==> config.mk <==
export PLATFORM = sky130hd
export DESIGN_NAME = lcd_command_sequencer
export DESIGN_NICKNAME = d
export VERILOG_FILES = /design/src/hw/rtl/lcs_pkg.sv /design/src/hw/rtl/lcs_ctrl.sv /design/src/hw/rtl/lcs_datapath.sv /design/src/hw/rtl/lcd_command_sequencer.sv
export VERILOG_INCLUDE_DIRS = /design/src /design/src/hw/rtl
export SDC_FILE = /design/constraint.sdc
export NUM_CORES = 1
export LEC_CHECK = 0
export BUFFER_PORTS_ARGS = -buffer_cell sky130_fd_sc_hd__buf_2
export CELL_PAD_IN_SITES_DETAIL_PLACEMENT = 1
export CELL_PAD_IN_SITES_GLOBAL_PLACEMENT = 1
export CORE_MARGIN = 1.5
export CORE_UTILIZATION = 42
export DETAILED_ROUTE_END_ITERATION = 10
export PLACE_DENSITY_LB_ADDON = 0.3
export RECOVER_POWER = 25
export SETUP_SLACK_MARGIN = 0.1
export SLEW_MARGIN = 15
export SYNTH_ARGS = -nofsm -noshare
export SYNTH_HDL_FRONTEND = slang
export SYNTH_SLANG_ARGS = --single-unit
export TNS_END_PERCENT = 5
==> constraint.sdc <==
create_clock -name clk -period 6.1 [get_ports clk]
set_input_delay 0.305 -clock clk [delete_from_list [all_inputs] [get_ports clk]]
set_output_delay 0.305 -clock clk [all_outputs]
set_load 0.005 [all_outputs]
==> src/hw/rtl/assert_macros.svh <==
// Assertion macros shared by the sequencer modules.
// Each check samples on the rising clock edge and is held off during reset.
`ifndef ASSERT_MACROS_SVH
`define ASSERT_MACROS_SVH

`ifndef SYNTHESIS

// The property must hold at every sampled edge outside reset.
`define ASSERT_PROP(label, clk, rst, prop) \
  label: assert property (@(posedge clk) disable iff (rst) prop) \
    else $error("%m: property check failed");

// The expression must never be true at a sampled edge outside reset.
`define ASSERT_NEVER(label, clk, rst, expr) \
  label: assert property (@(posedge clk) disable iff (rst) !(expr)) \
    else $error("%m: forbidden condition seen");

`else

`define ASSERT_PROP(label, clk, rst, prop)
`define ASSERT_NEVER(label, clk, rst, expr)

`endif

`endif

==> src/hw/rtl/lcs_pkg.sv <==
`timescale 1ns / 1ps
`default_nettype none

package lcs_pkg;

  // Request codes.
  localparam logic [1:0] REQ_INIT   = 2'd0;
  localparam logic [1:0] REQ_CURSOR = 2'd1;
  localparam logic [1:0] REQ_WINDOW = 2'd2;
  localparam logic [1:0] REQ_NONE   = 2'd3;

  // Panel command bytes used by cursor and window requests.
  localparam logic [7:0] CMD_COL   = 8'h2A;
  localparam logic [7:0] CMD_ROW   = 8'h2B;
  localparam logic [7:0] CMD_MEMWR = 8'h2C;

  // Sequence sizes in bytes, with the number of byte pairs each one takes.
  localparam int INIT_BYTES  = 71;
  localparam int INIT_PAIRS  = (INIT_BYTES + 1) / 2;
  localparam int COORD_BYTES = 11;
  localparam int COORD_PAIRS = (COORD_BYTES + 1) / 2;
  localparam int PAIR_W      = $clog2(INIT_PAIRS);
  localparam int INIT_IDX_W  = $clog2(INIT_BYTES + 1);
  localparam int COORD_IDX_W = $clog2(COORD_BYTES + 1);

  // One byte on the wire with its data/command flag.
  typedef struct packed {
    logic       dc;
    logic [7:0] value;
  } lcd_byte_t;

  // Controller state.
  typedef enum logic {
    ST_IDLE,
    ST_RUN
  } lcs_state_t;

  // Commands from the controller to the datapath.
  typedef struct packed {
    logic              load;
    logic              emit;
    logic              last;
    logic              is_init;
    logic [PAIR_W-1:0] pair_idx;
  } ctrl_cmd_t;

  // Flattened init sequence; a byte past the end reads as zero.
  function automatic lcd_byte_t init_rom(input logic [INIT_IDX_W-1:0] idx);
    lcd_byte_t entry;
    case (idx)
      7'd0:  entry = 9'h036;
      7'd1:  entry = 9'h100;
      7'd2:  entry = 9'h03A;
      7'd3:  entry = 9'h105;
      7'd4:  entry = 9'h021;
      7'd5:  entry = 9'h02A;
      7'd6:  entry = 9'h100;
      7'd7:  entry = 9'h100;
      7'd8:  entry = 9'h101;
      7'd9:  entry = 9'h13F;
      7'd10: entry = 9'h02B;
      7'd11: entry = 9'h100;
      7'd12: entry = 9'h100;
      7'd13: entry = 9'h100;
      7'd14: entry = 9'h1EF;
      7'd15: entry = 9'h0B2;
      7'd16: entry = 9'h10C;
      7'd17: entry = 9'h10C;
      7'd18: entry = 9'h100;
      7'd19: entry = 9'h133;
      7'd20: entry = 9'h133;
      7'd21: entry = 9'h0B7;
      7'd22: entry = 9'h135;
      7'd23: entry = 9'h0BB;
      7'd24: entry = 9'h11F;
      7'd25: entry = 9'h0C0;
      7'd26: entry = 9'h12C;
      7'd27: entry = 9'h0C2;
      7'd28: entry = 9'h101;
      7'd29: entry = 9'h0C3;
      7'd30: entry = 9'h112;
      7'd31: entry = 9'h0C4;
      7'd32: entry = 9'h120;
      7'd33: entry = 9'h0C6;
      7'd34: entry = 9'h10F;
      7'd35: entry = 9'h0D0;
      7'd36: entry = 9'h1A4;
      7'd37: entry = 9'h1A1;
      7'd38: entry = 9'h0E0;
      7'd39: entry = 9'h1D0;
      7'd40: entry = 9'h108;
      7'd41: entry = 9'h111;
      7'd42: entry = 9'h108;
      7'd43: entry = 9'h10C;
      7'd44: entry = 9'h115;
      7'd45: entry = 9'h139;
      7'd46: entry = 9'h133;
      7'd47: entry = 9'h150;
      7'd48: entry = 9'h136;
      7'd49: entry = 9'h113;
      7'd50: entry = 9'h114;
      7'd51: entry = 9'h129;
      7'd52: entry = 9'h12D;
      7'd53: entry = 9'h0E1;
      7'd54: entry = 9'h1D0;
      7'd55: entry = 9'h108;
      7'd56: entry = 9'h110;
      7'd57: entry = 9'h108;
      7'd58: entry = 9'h106;
      7'd59: entry = 9'h106;
      7'd60: entry = 9'h139;
      7'd61: entry = 9'h144;
      7'd62: entry = 9'h151;
      7'd63: entry = 9'h10B;
      7'd64: entry = 9'h116;
      7'd65: entry = 9'h114;
      7'd66: entry = 9'h12F;
      7'd67: entry = 9'h131;
      7'd68: entry = 9'h021;
      7'd69: entry = 9'h011;
      7'd70: entry = 9'h029;
      default: entry = 9'h000;
    endcase
    return entry;
  endfunction

endpackage

`default_nettype wire

==> src/hw/rtl/lcs_ctrl.sv <==
`timescale 1ns / 1ps
`default_nettype none
`include "assert_macros.svh"

module lcs_ctrl
  import lcs_pkg::*;
(
  input  wire logic       clk,
  input  wire logic       rst,
  input  wire logic       start,
  input  wire logic [1:0] req_type,
  output logic            busy,
  output ctrl_cmd_t       cmd
);

  lcs_state_t        state;
  lcs_state_t        state_next;
  logic [PAIR_W-1:0] pair_idx;
  logic [PAIR_W-1:0] pair_idx_next;
  logic              is_init;
  logic              is_init_next;
  logic              accept;
  logic              last;

  assign accept = start && (state == ST_IDLE);
  assign busy   = (state != ST_IDLE);

  // Final pair of the running request.
  assign last = is_init ? (pair_idx == PAIR_W'(INIT_PAIRS - 1))
                        : (pair_idx == PAIR_W'(COORD_PAIRS - 1));

  // State and pair counter registers.
  always_ff @(posedge clk) begin
    if (rst) begin
      state    <= ST_IDLE;
      pair_idx <= '0;
      is_init  <= 1'b0;
    end else begin
      state    <= state_next;
      pair_idx <= pair_idx_next;
      is_init  <= is_init_next;
    end
  end

  // Next state and commands to the datapath.
  always_comb begin
    state_next    = state;
    pair_idx_next = pair_idx;
    is_init_next  = is_init;
    cmd           = '0;
    cmd.pair_idx  = pair_idx;
    cmd.is_init   = is_init;
    cmd.last      = last;
    case (state)
      ST_IDLE: begin
        if (accept && (req_type != REQ_NONE)) begin
          cmd.load      = 1'b1;
          state_next    = ST_RUN;
          pair_idx_next = '0;
          is_init_next  = (req_type == REQ_INIT);
        end
      end
      ST_RUN: begin
        cmd.emit = 1'b1;
        if (last) begin
          state_next = ST_IDLE;
        end else begin
          pair_idx_next = pair_idx + PAIR_W'(1);
        end
      end
      default: begin
        state_next = ST_IDLE;
      end
    endcase
  end

  // The final pair of a request always returns the controller to idle.
  `ASSERT_PROP(a_last_goes_idle, clk, rst, cmd.emit && cmd.last |=> state == ST_IDLE)
  // Cursor and window requests never count past their six pairs.
  `ASSERT_NEVER(a_coord_range, clk, rst, busy && !is_init && pair_idx > PAIR_W'(COORD_PAIRS - 1))
  // An unknown request is dropped without starting a sequence.
  `ASSERT_PROP(a_none_ignored, clk, rst, accept && req_type == REQ_NONE |=> state == ST_IDLE)

endmodule

`default_nettype wire

==> src/hw/rtl/lcs_datapath.sv <==
`timescale 1ns / 1ps
`default_nettype none
`include "assert_macros.svh"

module lcs_datapath
  import lcs_pkg::*;
#(
  parameter int COORD_WIDTH = 16
) (
  input  wire logic        clk,
  input  wire logic        rst,
  input  wire ctrl_cmd_t   cmd,
  input  wire logic [1:0]  req_type,
  input  wire logic [15:0] x_start,
  input  wire logic [15:0] y_start,
  input  wire logic [15:0] x_end,
  input  wire logic [15:0] y_end,
  output logic             strobe,
  output logic [7:0]       first_byte,
  output logic             first_is_data,
  output logic [7:0]       second_byte,
  output logic             second_is_data,
  output logic             second_valid,
  output logic             last_pair
);

  logic [COORD_WIDTH-1:0] xs;
  logic [COORD_WIDTH-1:0] xe;
  logic [COORD_WIDTH-1:0] ys;
  logic [COORD_WIDTH-1:0] ye;
  logic [15:0]            xs_w;
  logic [15:0]            xe_w;
  logic [15:0]            ys_w;
  logic [15:0]            ye_w;
  logic [INIT_IDX_W-1:0]  idx_a;
  logic [INIT_IDX_W-1:0]  idx_b;
  lcd_byte_t              byte_a;
  lcd_byte_t              byte_b;
  logic                   two;

  // Coordinates zero-extended to the 16-bit wire format.
  assign xs_w = 16'(xs);
  assign xe_w = 16'(xe);
  assign ys_w = 16'(ys);
  assign ye_w = 16'(ye);

  function automatic lcd_byte_t coord_byte(input logic [COORD_IDX_W-1:0] idx,
                                           input logic [15:0] a0,
                                           input logic [15:0] a1,
                                           input logic [15:0] b0,
                                           input logic [15:0] b1);
    lcd_byte_t entry;
    case (idx)
      4'd0:    entry = {1'b0, CMD_COL};
      4'd1:    entry = {1'b1, a0[15:8]};
      4'd2:    entry = {1'b1, a0[7:0]};
      4'd3:    entry = {1'b1, a1[15:8]};
      4'd4:    entry = {1'b1, a1[7:0]};
      4'd5:    entry = {1'b0, CMD_ROW};
      4'd6:    entry = {1'b1, b0[15:8]};
      4'd7:    entry = {1'b1, b0[7:0]};
      4'd8:    entry = {1'b1, b1[15:8]};
      4'd9:    entry = {1'b1, b1[7:0]};
      4'd10:   entry = {1'b0, CMD_MEMWR};
      default: entry = 9'h000;
    endcase
    return entry;
  endfunction

  // Capture coordinates; the window end becomes inclusive with wrap.
  always_ff @(posedge clk) begin
    if (cmd.load) begin
      xs <= x_start[COORD_WIDTH-1:0];
      ys <= y_start[COORD_WIDTH-1:0];
      if (req_type == REQ_WINDOW) begin
        xe <= x_end[COORD_WIDTH-1:0] - COORD_WIDTH'(1);
        ye <= y_end[COORD_WIDTH-1:0] - COORD_WIDTH'(1);
      end else begin
        xe <= x_start[COORD_WIDTH-1:0];
        ye <= y_start[COORD_WIDTH-1:0];
      end
    end
  end

  // Byte indexes of the current pair.
  assign idx_a = {cmd.pair_idx, 1'b0};
  assign idx_b = {cmd.pair_idx, 1'b1};

  // Select the pair from the init table or the coordinate sequence.
  always_comb begin
    if (cmd.is_init) begin
      byte_a = init_rom(idx_a);
      byte_b = init_rom(idx_b);
      two    = (idx_b < INIT_IDX_W'(INIT_BYTES));
    end else begin
      byte_a = coord_byte(idx_a[COORD_IDX_W-1:0], xs_w, xe_w, ys_w, ye_w);
      byte_b = coord_byte(idx_b[COORD_IDX_W-1:0], xs_w, xe_w, ys_w, ye_w);
      two    = (idx_b < INIT_IDX_W'(COORD_BYTES));
    end
  end

  // Output register: one beat per emitted pair.
  always_ff @(posedge clk) begin
    if (rst) begin
      strobe <= 1'b0;
    end else begin
      strobe <= cmd.emit;
    end
  end

  always_ff @(posedge clk) begin
    if (cmd.emit) begin
      first_byte     <= byte_a.value;
      first_is_data  <= byte_a.dc;
      second_byte    <= two ? byte_b.value : 8'h00;
      second_is_data <= two && byte_b.dc;
      second_valid   <= two;
      last_pair      <= cmd.last;
    end
  end

  // A lone trailing byte only ever appears on the final beat.
  `ASSERT_PROP(a_lone_is_last, clk, rst, strobe && !second_valid |-> last_pair)
  // After the final beat of a request the strobe drops low before any further beat.
  `ASSERT_PROP(a_gap_after_last, clk, rst, strobe && last_pair |=> !strobe)

endmodule

`default_nettype wire

==> src/hw/rtl/lcd_command_sequencer.sv <==
`timescale 1ns / 1ps
`default_nettype none
// The edge that takes start loads the controller state; the first result beat then leaves through the output register.
// Throughput: one pair per cycle from the controller's pair counter; init gives
// 36 beats, cursor and window 6, and the controller passes through idle before
// it takes the next request. Code 3 is taken and produces no beats.
// Results cannot be stalled.
// Reset (rst, synchronous) clears the controller and the result strobe only.

module lcd_command_sequencer
  import lcs_pkg::*;
#(
  parameter int COORD_WIDTH = 16
) (
  input  wire logic        clk,
  input  wire logic        rst,
  input  wire logic        start,
  output logic             busy,
  input  wire logic [1:0]  req_type,
  input  wire logic [15:0] x_start,
  input  wire logic [15:0] y_start,
  input  wire logic [15:0] x_end,
  input  wire logic [15:0] y_end,
  output logic             strobe,
  output logic [7:0]       first_byte,
  output logic             first_is_data,
  output logic [7:0]       second_byte,
  output logic             second_is_data,
  output logic             second_valid,
  output logic             last_pair
);

  ctrl_cmd_t cmd;

  // Sequencing controller.
  lcs_ctrl u_ctrl (
    .clk      (clk),
    .rst      (rst),
    .start    (start),
    .req_type (req_type),
    .busy     (busy),
    .cmd      (cmd)
  );

  // Byte selection and result register.
  lcs_datapath #(
    .COORD_WIDTH (COORD_WIDTH)
  ) u_datapath (
    .clk            (clk),
    .rst            (rst),
    .cmd            (cmd),
    .req_type       (req_type),
    .x_start        (x_start),
    .y_start        (y_start),
    .x_end          (x_end),
    .y_end          (y_end),
    .strobe         (strobe),
    .first_byte     (first_byte),
    .first_is_data  (first_is_data),
    .second_byte    (second_byte),
    .second_is_data (second_is_data),
    .second_valid   (second_valid),
    .last_pair      (last_pair)
  );

endmodule

`default_nettype wire
==> results of run 1 <==
## metrics by stage
stage / total power, uW / std cells / hold WS, ns / setup slack, ns / util
final: 1730 / 872 / 0.134 / 2.58 / 0.491
after CTS: 1740 / 872 / 0.126 / 2.66 / 0.495
after floorplan: 1070 / 620 / 0.374 / 3.13 / -
after global routing: 1790 / 872 / 0.130 / 2.42 / 0.491
after global placement: 1170 / 856 / 0.497 / 2.69 / 0.475
after detailed placement: 1180 / 856 / 0.499 / 2.71 / 0.475
## metal layers
| layer | track usage | share of wire |
|---|---|---|
| met1 | 0.333 | 0.44 |
| met2 | 0.431 | 0.49 |
| met3 | 0.0275 | 0.048 |
| met4 | 0.0999 | 0.025 |
| met5 | 0 | 0 |
## layout by cell type (no fill, tap or decap), types with 8 or more instances in the layout
master / synthesis / layout
edfxtp_1: 84 / 84
nand2_1: 64 / 64
o21ai_0: 53 / 53
nor2_1: 52 / 52
a21oi_1: 49 / 49
buf_2: 9 / 49
clkbuf_1: 27 / 42
dfxtp_1: 27 / 27
xnor2_1: 24 / 24
nor3_1: 20 / 20
inv_1: 19 / 18
ha_1: 15 / 15
o22ai_1: 10 / 10
nand3_1: 10 / 10
clkbuf_16: 0 / 9
a22o_1: 8 / 8
## power by group
group / internal, uW / switching [uW] / total, uW
registers: 876 / 22.8 / 899
clock network: 290 / 283 / 573
logic: 92.4 / 167 / 259
total: 1260 / 473 / 1730
## logic make-up (layout without fill, tap and decap cells)
| family | count (synthesis) | count (layout) | synth area share |
|---|---|---|---|
| flops | 111 | 111 | 0.500 |
| buf+inv | 62 | 134 | 0.0423 |
| mux | 10 | 10 | 0.0172 |
| compound gates | 194 | 194 | 0.211 |
| fa+ha+maj | 15 | 15 | 0.0306 |
| xor+xnor | 31 | 31 | 0.0443 |
| simple gates | 197 | 197 | 0.154 |
## layout make-up
type	instances	area, um^2	area share
timing repair buffer	96	444	0.0644
clock inverter	5	33.8	0.00490
inverter	22	82.6	0.0120
multi-input combinational	447	2800	0.407
tap	180	225	0.0327
sequential	111	3060	0.444
clock buffer	11	243	0.0352
## worst max path at each step
stage,endpoint,slack (ns),from,depth (start not counted)
finish,flop,2.58,u_ctrl.pair_idx[2],8
global route,flop,2.42,u_ctrl.pair_idx[2],9
CTS,flop,2.66,u_ctrl.pair_idx[2],8
detailed placement,flop,2.71,u_ctrl.pair_idx[2],8
global placement,flop,2.69,u_ctrl.pair_idx[2],8
floorplan,flop,3.13,u_ctrl.busy,9
## worst reg2reg max path, stage by stage (launching register included)
cell and delay [ns]:
dfxtp_1 0.71, or4b_4 0.54, a21o_4 0.27, a32oi_4 0.45
inv_2 0.24, ha_1 0.42, a211oi_1 0.31, o21ai_0 0.16
a32o_1 0.31
==> reports/metrics.cfg, run 1 <==
[sta]
report.final.slew_viol_count = 0
tightestPinTransition_ns = 1.08
fin_crit_sh = 0.578
setup_viol_count_final = 0
max_slew_margin = 0.280
finalCriticalPeriod_ns = 3.52
grt_setup_unrepaired = no
clock_skew_ns = 0.00917
fin_tns_setup_ns = 0
hold_viol_final = 0
max_freq_mhz = 284

[critical_path]
critPathLaunchType = flop
reg2reg_from = u_ctrl.pair_idx[2]
cp_cell_sequence = or4b_4 > a21o_4 > a32oi_4 > inv_2 > ha_1 > a211oi_1 > o21ai_0 > a32o_1
cp_data_required_time_ns = 6.35
cp-end-kind = flop
worst-path-buf-inv = 1
cp.arrival_ns = 3.77
r2r_slack_ns = 2.58
cp_top_family = compound AO/OA/AOI/OAI gates
crit_fanout = 17
slowest_stage = dfxtp_1
reg2reg_depth = 8
critical_path_class = flop to flop
critical_path.max_stage_delay_ns = 0.71

[routing]
wl_mm = 18.9
via_per_inst = 6.01
drc_errors = 0
num_vias = 5237
drtIter0Drc = 505
antenna_left = 0
firstDrtPassIters = 5
routedWlPerCell_um = 21.7

[min_path]
min_path_cells = 1
hold_end = u_datapath.ys[1]
hp-start = y_start[1]
min_path_type = input port to flop

[layout]
n_antenna_cell = 0
finalInstanceArea_um2 = 6900
synthToLayoutAreaGrowth_pct = 12.6
fillers = 1630
final_layout_size_suffix_gt1_frac = 0.139
nets = 771

[placement]
placed_area_um2 = 6670
place_hpwl_mm = 13.9
place.gp.congestion = 0.879
port_buffers = 90

[synth]
synth_fp_nets = 704
synth.ff_latch_count = 111
seq_area_frac_synth = 0.500
syn_inst = 620
yosysMostFrequentCell = edfxtp_1
avgSynthCellArea_um2 = 9.88
synth_common_cells = edfxtp_1, nand2_1, o21ai_0, nor2_1, a21oi_1
postSynth.asyncResetShare = 0
syn_area_um2 = 6120
synthFlopType = edfxtp_1
synth_area_leaders = edfxtp_1, dfxtp_1, o21ai_0
synth_edf_count = 84
synth_top_area_frac = 0.412
synth_cell_types = 70
synth_warnings = 0
yosys.area.top_type = edfxtp_1

[run_status]
outcome = complete, no violations

[clock_network]
cts_resized = 0
clk_pin_slew_worst_paths_ns = 0.08
cts_max_path_buffers = 2
root_buffer = clkbuf_16
cts_tree = built
cts_max_level = 3
cts_buffers = 9
cts_hold_buffers = 0
clock-sinks = 111
cts_setup_buffers = 0
clock_latency_ns = 0.36

[floorplan]
core_area_um2 = 14000
pin_count = 91
start_util = 0.436
fp.dieH_um = 124
die_w_um = 124
fp-row-count = 43
dieArea_um2 = 15300

[global_route]
grt-ovfl-total = 0
grt_start_max_net_pins = 65
grt_first_pass_wirelength_mm = 29.1
grt_usage = 0.254
grt_pass1_vias = 5291
antenna_found_initial = 0

[power_and_ir_drop]
p_per_area_nw_per_um2 = 251
leakage_uw = 0.00253
vdd_ir_drop_max_uv = 113

[job]
maxCapViolations = 0

No activity file was read; power rests on OpenSTA's default activity.
==> inputs of run 2 (changes only) <==
--- a/config.mk
+++ b/config.mk
@@ -6,11 +6,12 @@
 export SDC_FILE = /design/constraint.sdc
 export NUM_CORES = 1
 export LEC_CHECK = 0
+export ABC_AREA = 1
 export BUFFER_PORTS_ARGS = -buffer_cell sky130_fd_sc_hd__buf_2
 export CELL_PAD_IN_SITES_DETAIL_PLACEMENT = 1
 export CELL_PAD_IN_SITES_GLOBAL_PLACEMENT = 1
 export CORE_MARGIN = 1.5
-export CORE_UTILIZATION = 42
+export CORE_UTILIZATION = 39
 export DETAILED_ROUTE_END_ITERATION = 10
 export PLACE_DENSITY_LB_ADDON = 0.3
 export RECOVER_POWER = 25
==> constraint.sdc (replaced) <==
create_clock -name clk -period 3.1 [get_ports clk]
set_input_delay 0.155 -clock clk [delete_from_list [all_inputs] [get_ports clk]]
set_output_delay 0.155 -clock clk [all_outputs]
set_load 0.005 [all_outputs]
==> run 2 against run 1 <==
Net effect: core utilization fell by 2.1 points; count of clock-buffer cells in the layout grew 1; fmax is 34% higher; first-iteration DRC count down 26%; design area rose by 7.9%; critical path type unchanged.
==> reports/metrics.cfg, run 2 <==
[run_status]
outcome = complete, no violations

[synth]
synth_cell_types = 49  ; -30%
synth.ff_latch_count = 111  ; unchanged
synth_top_area_frac = 0.402  ; -0.0103
seq_area_frac_synth = 0.488  ; -0.0125
syn_inst = 717  ; +16%
synth_fp_nets = 801  ; +14%
synthFlopType = edfxtp_1
synth_warnings = 0  ; unchanged
syn_area_um2 = 6280  ; +2.6%
yosysMostFrequentCell = nand2_1
synth_edf_count = 84  ; unchanged
yosys.area.top_type = edfxtp_1
synth_area_leaders = edfxtp_1, nand2_1, dfxtp_1
synth_common_cells = nand2_1, edfxtp_1, nand3_1, nor2_1, inv_1
avgSynthCellArea_um2 = 8.76  ; -11%
postSynth.asyncResetShare = 0  ; unchanged

[layout]
final_cell_mix = nand2_1, edfxtp_1, nand3_1, nor2_1, buf_2
layout_commonest_cell = nand2_1
fillers = 1919  ; +18%
synthToLayoutAreaGrowth_pct = 18.4
n_antenna_cell = 0  ; unchanged
final_layout_size_suffix_gt1_frac = 0.164  ; +0.0249
nets = 910  ; +18%

[routing]
wl_mm = 19.8  ; +4.6%
antenna_left = 0  ; unchanged
via_per_inst = 5.24  ; -13%
drc_errors = 0  ; unchanged
routedWlPerCell_um = 18.9  ; -13%
num_vias = 5484  ; +4.7%
firstDrtPassIters = 4  ; -1
drtIter0Drc = 375  ; -26%

[sta]
finalCriticalPeriod_ns = 2.64  ; -0.887 ns
fin_crit_sh = 0.851  ; +0.273
grt_setup_unrepaired = no
max_freq_mhz = 379  ; +34%
fin_tns_setup_ns = 0  ; unchanged
worst_slack_ns = 0.463  ; -2.11 ns
clock_skew_ns = 0.0138  ; +0.00460 ns
tightestPinTransition_ns = 0.811  ; -0.270 ns
setup_viol_count_final = 0  ; unchanged
report.final.slew_viol_count = 0  ; unchanged
hold_viol_final = 0  ; unchanged
max_slew_margin = 0.459  ; +0.180

[critical_path]
cp_data_required_time_ns = 3.39  ; -2.96 ns
cp-end-kind = flop
critPathLaunchType = flop
critical_path_class = flop to flop
cp.arrival_ns = 2.93  ; -0.84 ns
cp_cell_sequence = inv_1 > ha_1 > nand2_1 > nand3_1 > nand3_2 > inv_1 > ha_1 > nand2_1 > nand2_1 > nand2_1 > nand3_1 > nand3_1 > nand2_1
crit_fanout = 7  ; -10
slowest_stage = dfxtp_1
reg2reg_depth = 13  ; +5
crit_top_cell = nand2_1
critical_path.max_stage_delay_ns = 0.47  ; -0.24 ns

[placement]
place.gp.congestion = 0.915  ; +4.1%
port_buffers = 90  ; unchanged
dpl_worst_slack_ns = 0.456  ; -2.25 ns
place_hpwl_mm = 14.8  ; +6.6%

[floorplan]
fp.dieH_um = 130  ; +5.0%
start_util = 0.397  ; -0.0393
die_w_um = 130  ; +5.0%
core_area_um2 = 15800  ; +13%
dieArea_um2 = 16900  ; +10%
fp-row-count = 46  ; +7.0%
pin_count = 91  ; unchanged

[clock_network]
clock-sinks = 111  ; unchanged
root_buffer = clkbuf_16
clk_pin_slew_worst_paths_ns = 0.07  ; about the same
cts_max_level = 3  ; unchanged
cts_max_path_buffers = 2  ; unchanged
cts_tree = built
clock_latency_ns = 0.36  ; about the same
cts_buffers = 9  ; unchanged

[global_route]
grt-ovfl-total = 0  ; unchanged
grt_start_max_net_pins = 65  ; unchanged
grt_pass1_vias = 5575  ; +5.4%
antenna_found_initial = 0  ; unchanged
grt_first_pass_wirelength_mm = 30.5  ; +4.7%
grt_usage = 0.242  ; -0.0118

[power_and_ir_drop]
p_per_area_nw_per_um2 = 507  ; +100%
leakage_uw = 0.00314  ; +24%
vdd_ir_drop_max_uv = 324  ; +190%

[job]
maxCapViolations = 0  ; unchanged

[min_path]
min_path_type = input port to flop
min_path_cells = 2  ; +1

run 2: path summary, 6_finish.rpt:
| path | startpoint | endpoint | slack, ns |
|---|---|---|---|
| setup / recovery | u_ctrl.pair_idx[1] | flop | 0.46 |
| hold / removal | req_type[0] | u_ctrl.is_init | 0.02 |
| setup reg to reg | u_ctrl.pair_idx[1] | flop | 0.46 |
| hold reg to reg | flop | u_datapath.first_byte[7] | 0.52 |
run 2: area by class of cell:
type	instances	area, um^2	area share
inverters	56	231	0.0311
clock buffers	12	268	0.0360
multi-input cells	521	2820	0.379
clock inverters	4	45.0	0.00606
repair buffers	127	743	0.0999
well taps	216	270	0.0363
flip-flops and latches	111	3060	0.412
run 2: logic make-up (layout without fill, tap and decap cells):
logic type,count (synthesis),after routing,share of synthesized area
AO/OA/AOI/OAI,96,96,0.0956
flip-flops,111,111,0.488
XOR/XNOR,20,20,0.0279
AND/OR/NAND/NOR,390,390,0.290
buffers and inverters,85,199,0.0689
adder cells (fa/ha/maj),15,15,0.0299
run 2: per-layer routing:
layer,share of wire,wire (um),track usage,vias to the layer above
met5,0,0,0,-
met2,0.48,9530,0.398,152
met1,0.46,9100,0.326,2666
li1,-,-,-,2639
met3,0.030,583,0.0418,27
met4,0.028,546,0.0791,0
run 2: report_power, final:
part	total [uW]	internal, uW	leakage, uW	switching [uW]
Combinational	749	253	0.00197	496
Sequential	1820	1760	0.00102	63.1
Clock	1200	635	0.000153	569
run 2: critical path: cells and delay by family (launching register included):
family	cells	cell delay, ns
adders and majority gates	2	0.76
and+or+nand+nor	9	0.98
buffers and inverters	2	0.37
DFF	1	0.47
run 2: timing repair:
item | 4_1_cts | 5_1_grt
hold buffers | 25 | 2
hold endpoints to repair | 25 | 2
setup buffers | 0 | 0
resized for setup | 0 | 1
endpoints found under the setup margin | 0 | 3
run 2: stage by stage:
| stage | util | area (um^2) | cells | hold slack [ns] | total power (uW) |
|---|---|---|---|---|---|
| global placement | 0.437 | 6910 | 1004 | 0.349 | 2560 |
| detailed placement | 0.437 | 6910 | 1004 | 0.352 | 2580 |
| CTS | 0.472 | 7470 | 1045 | 0.00339 | 3800 |
| finish | 0.470 | 7440 | 1047 | 0.0231 | 3770 |
| floorplan | - | 6330 | 717 | 0.214 | 2300 |
| global route | 0.470 | 7440 | 1047 | 0.0251 | 3950 |
==> inputs of run 3 (changes only) <==
--- a/config.mk
+++ b/config.mk
@@ -11,8 +11,9 @@
 export CELL_PAD_IN_SITES_DETAIL_PLACEMENT = 1
 export CELL_PAD_IN_SITES_GLOBAL_PLACEMENT = 1
 export CORE_MARGIN = 1.5
-export CORE_UTILIZATION = 39
+export CORE_UTILIZATION = 42
 export DETAILED_ROUTE_END_ITERATION = 10
+export MAX_ROUTING_LAYER = met4
 export PLACE_DENSITY_LB_ADDON = 0.3
 export RECOVER_POWER = 25
 export SETUP_SLACK_MARGIN = 0.1
==> constraint.sdc (replaced) <==
create_clock -name clk -period 2.5 [get_ports clk]
set_input_delay 0.125 -clock clk [delete_from_list [all_inputs] [get_ports clk]]
set_output_delay 0.125 -clock clk [all_outputs]
set_load 0.005 [all_outputs]
==> run 3 against run 2 <==
Net effect: first-iteration DRC count up 3.2%; fmax up 11%; combinational power up 39%; sequential share of layout area down 1.1 points; power up 24%; via count up 4.0%; critical path type unchanged.
==> reports/metrics.cfg, run 3 (synthesized netlist as in run 2, its figures left out) <==
[critical_path]
critPathLaunchType = flop
cp.arrival_ns = 2.61  ; -0.32 ns
critical_path_class = flop to flop
reg2reg_from = u_ctrl.pair_idx[1]
r2r_slack_ns = 0.13  ; -0.33 ns
cp-end-kind = flop
cp_data_required_time_ns = 2.74  ; -0.65 ns
reg2reg_depth = 15  ; +2
crit_fanout = 7  ; unchanged

[floorplan]
fp.dieH_um = 125  ; -3.6%
core_area_um2 = 14600  ; -7.8%
start_util = 0.430  ; +0.0337
dieArea_um2 = 15700  ; -7.0%
fp-row-count = 44  ; -4.3%
pin_count = 91  ; unchanged
die_w_um = 125  ; -3.6%

[global_route]
grt_pass1_vias = 6152  ; +10%
grt-ovfl-total = 0  ; unchanged
grt_usage = 0.292  ; +0.0494
grt_first_pass_wirelength_mm = 34.0  ; +11%
grt_start_max_net_pins = 65  ; unchanged
antenna_found_initial = 1  ; +1

[min_path]
min_path_cells = 2  ; unchanged
hp-start = req_type[0]
hold_end = u_ctrl.is_init
min_path_type = input port to flop

[layout]
synthToLayoutAreaGrowth_pct = 22.2
final_cell_mix = nand2_1, edfxtp_1, nand3_1, buf_2, nor2_1
finalInstanceArea_um2 = 7670  ; +3.2%
layout_commonest_cell = nand2_1
fin_cells = 1045  ; -0.19%
final_layout_size_suffix_gt1_frac = 0.212  ; +0.0480
nets = 939  ; +3.2%

[sta]
fin_crit_sh = 0.947  ; +0.0969
hold_ws_ns = 0.0319  ; +0.00881 ns
report.final.slew_viol_count = 0  ; unchanged
tightestPinTransition_ns = 0.865  ; +0.0545 ns
max_freq_mhz = 422  ; +11%
finalCriticalPeriod_ns = 2.37  ; -0.268 ns
clock_skew_ns = 0.0125  ; -0.00130 ns
hold_viol_final = 0  ; unchanged
max_slew_margin = 0.423  ; -0.0363
setup_viol_count_final = 0  ; unchanged
worst_slack_ns = 0.131  ; -0.332 ns
grt_setup_unrepaired = yes

[clock_network]
clock_latency_ns = 0.36  ; about the same
clk_pin_slew_worst_paths_ns = 0.08  ; about the same
cts_buffers = 9  ; unchanged
root_buffer = clkbuf_16
cts_max_level = 3  ; unchanged
clock-sinks = 111  ; unchanged
cts_max_path_buffers = 2  ; unchanged
cts_tree = built

[placement]
place_hpwl_mm = 15.7  ; +6.0%
port_buffers = 90  ; unchanged
placed_area_um2 = 7000  ; +1.3%
place.gp.congestion = 0.967  ; +5.7%
placed_cells = 989  ; -1.5%
dpl_worst_slack_ns = -0.0398  ; -0.496 ns

[routing]
wl_mm = 21.8  ; +10%
drc_errors = 0  ; unchanged
routedWlPerCell_um = 20.8  ; +10%
drtIter0Drc = 387  ; +3.2%
firstDrtPassIters = 4  ; unchanged
antenna_left = 0  ; unchanged
num_vias = 5703  ; +4.0%
via_per_inst = 5.46  ; +4.2%

[power_and_ir_drop]
p_per_area_nw_per_um2 = 611  ; +20%
power.total_uw = 4690  ; +24%
vdd_ir_drop_max_uv = 401  ; +24%
leakage_uw = 0.00327  ; +4.2%

[run_status]
outcome = complete, no violations

[job]
maxCapViolations = 0  ; unchanged

-- run 3: cell count changes in the layout (fill, tap and decap cells not counted), sizes merged --
| cell | change |
|---|---|
| clkbuf | -9 |
| clkinvlp | +2 |
| dlygate4sd3 | +5 |
| buf | +31 |
| diode | +1 |
-- run 3: stage by stage --
stage               setup TNS (ns)  utilization
floorplan                    -7.61            -
global placement                 0        0.480
detailed placement         -0.0785        0.480
CTS                              0        0.523
global route               -0.0247        0.526
finish                           0        0.526
-- run 3: cell type report --
| class | instances | area (um^2) |
|---|---|---|
| fill | 1737 | 6910 |
| clock buffer | 10 | 229 |
| multi-input combinational | 521 | 2870 |
| inverter | 56 | 240 |
| antenna | 1 | 2.50 |
| clock inverter | 6 | 50.0 |
| tap | 184 | 230 |
| sequential | 111 | 3080 |
| timing repair buffer | 156 | 981 |
-- run 3: routing by layer --
| layer | up-vias | track usage | routed length, um |
|---|---|---|---|
| met5 | - | - | 0 |
| met4 | 0 | 0.0869 | 541 |
| met3 | 32 | 0.0359 | 846 |
| met2 | 184 | 0.497 | 11100 |
| met1 | 2792 | 0.364 | 9290 |
| li1 | 2695 | - | - |
-- run 3: how the worst max path moves through the flow --
stage	start	slack, ns	depth (start not counted)	endpoint
after global routing	u_ctrl.pair_idx[1]	-0.02	15	flop
after floorplan	u_ctrl.busy	-0.51	16	flop
after global placement	u_ctrl.pair_idx[1]	0.04	13	flop
final	u_ctrl.pair_idx[1]	0.13	15	flop
after CTS	u_ctrl.pair_idx[1]	0.12	15	flop
after detailed placement	u_ctrl.pair_idx[1]	-0.04	13	flop
-- run 3: worst max-delay path: stages, from the launching register on --
cell and delay, ns:
dfxtp_4 0.42, clkinvlp_4 0.17, ha_4 0.31, nand2_1 0.07
nand3_2 0.10, nand3_4 0.11, buf_4 0.18, ha_2 0.21
inv_1 0.08, nand2_2 0.09, nand2_1 0.11, nor2_1 0.04
nor2_1 0.16, nand2_1 0.08, nand2_1 0.06, nand2_1 0.07
-- run 3: repair_timing --
action,CTS,global route
setup endpoints to repair,11,18
setup buffers,3,4
hold buffers,32,0
pin swaps,1,3
resized for setup,8,15
endpoints found under the hold margin,32,0
-- run 3: power by group --
part / internal (uW) / total [uW] / switching [uW] / leakage (uW)
clock network: 693 / 1400 / 710 / 0.000135
logic: 365 / 1040 / 678 / 0.00211
registers: 2180 / 2250 / 66.3 / 0.00102
total: 3240 / 4690 / 1450 / 0.00327
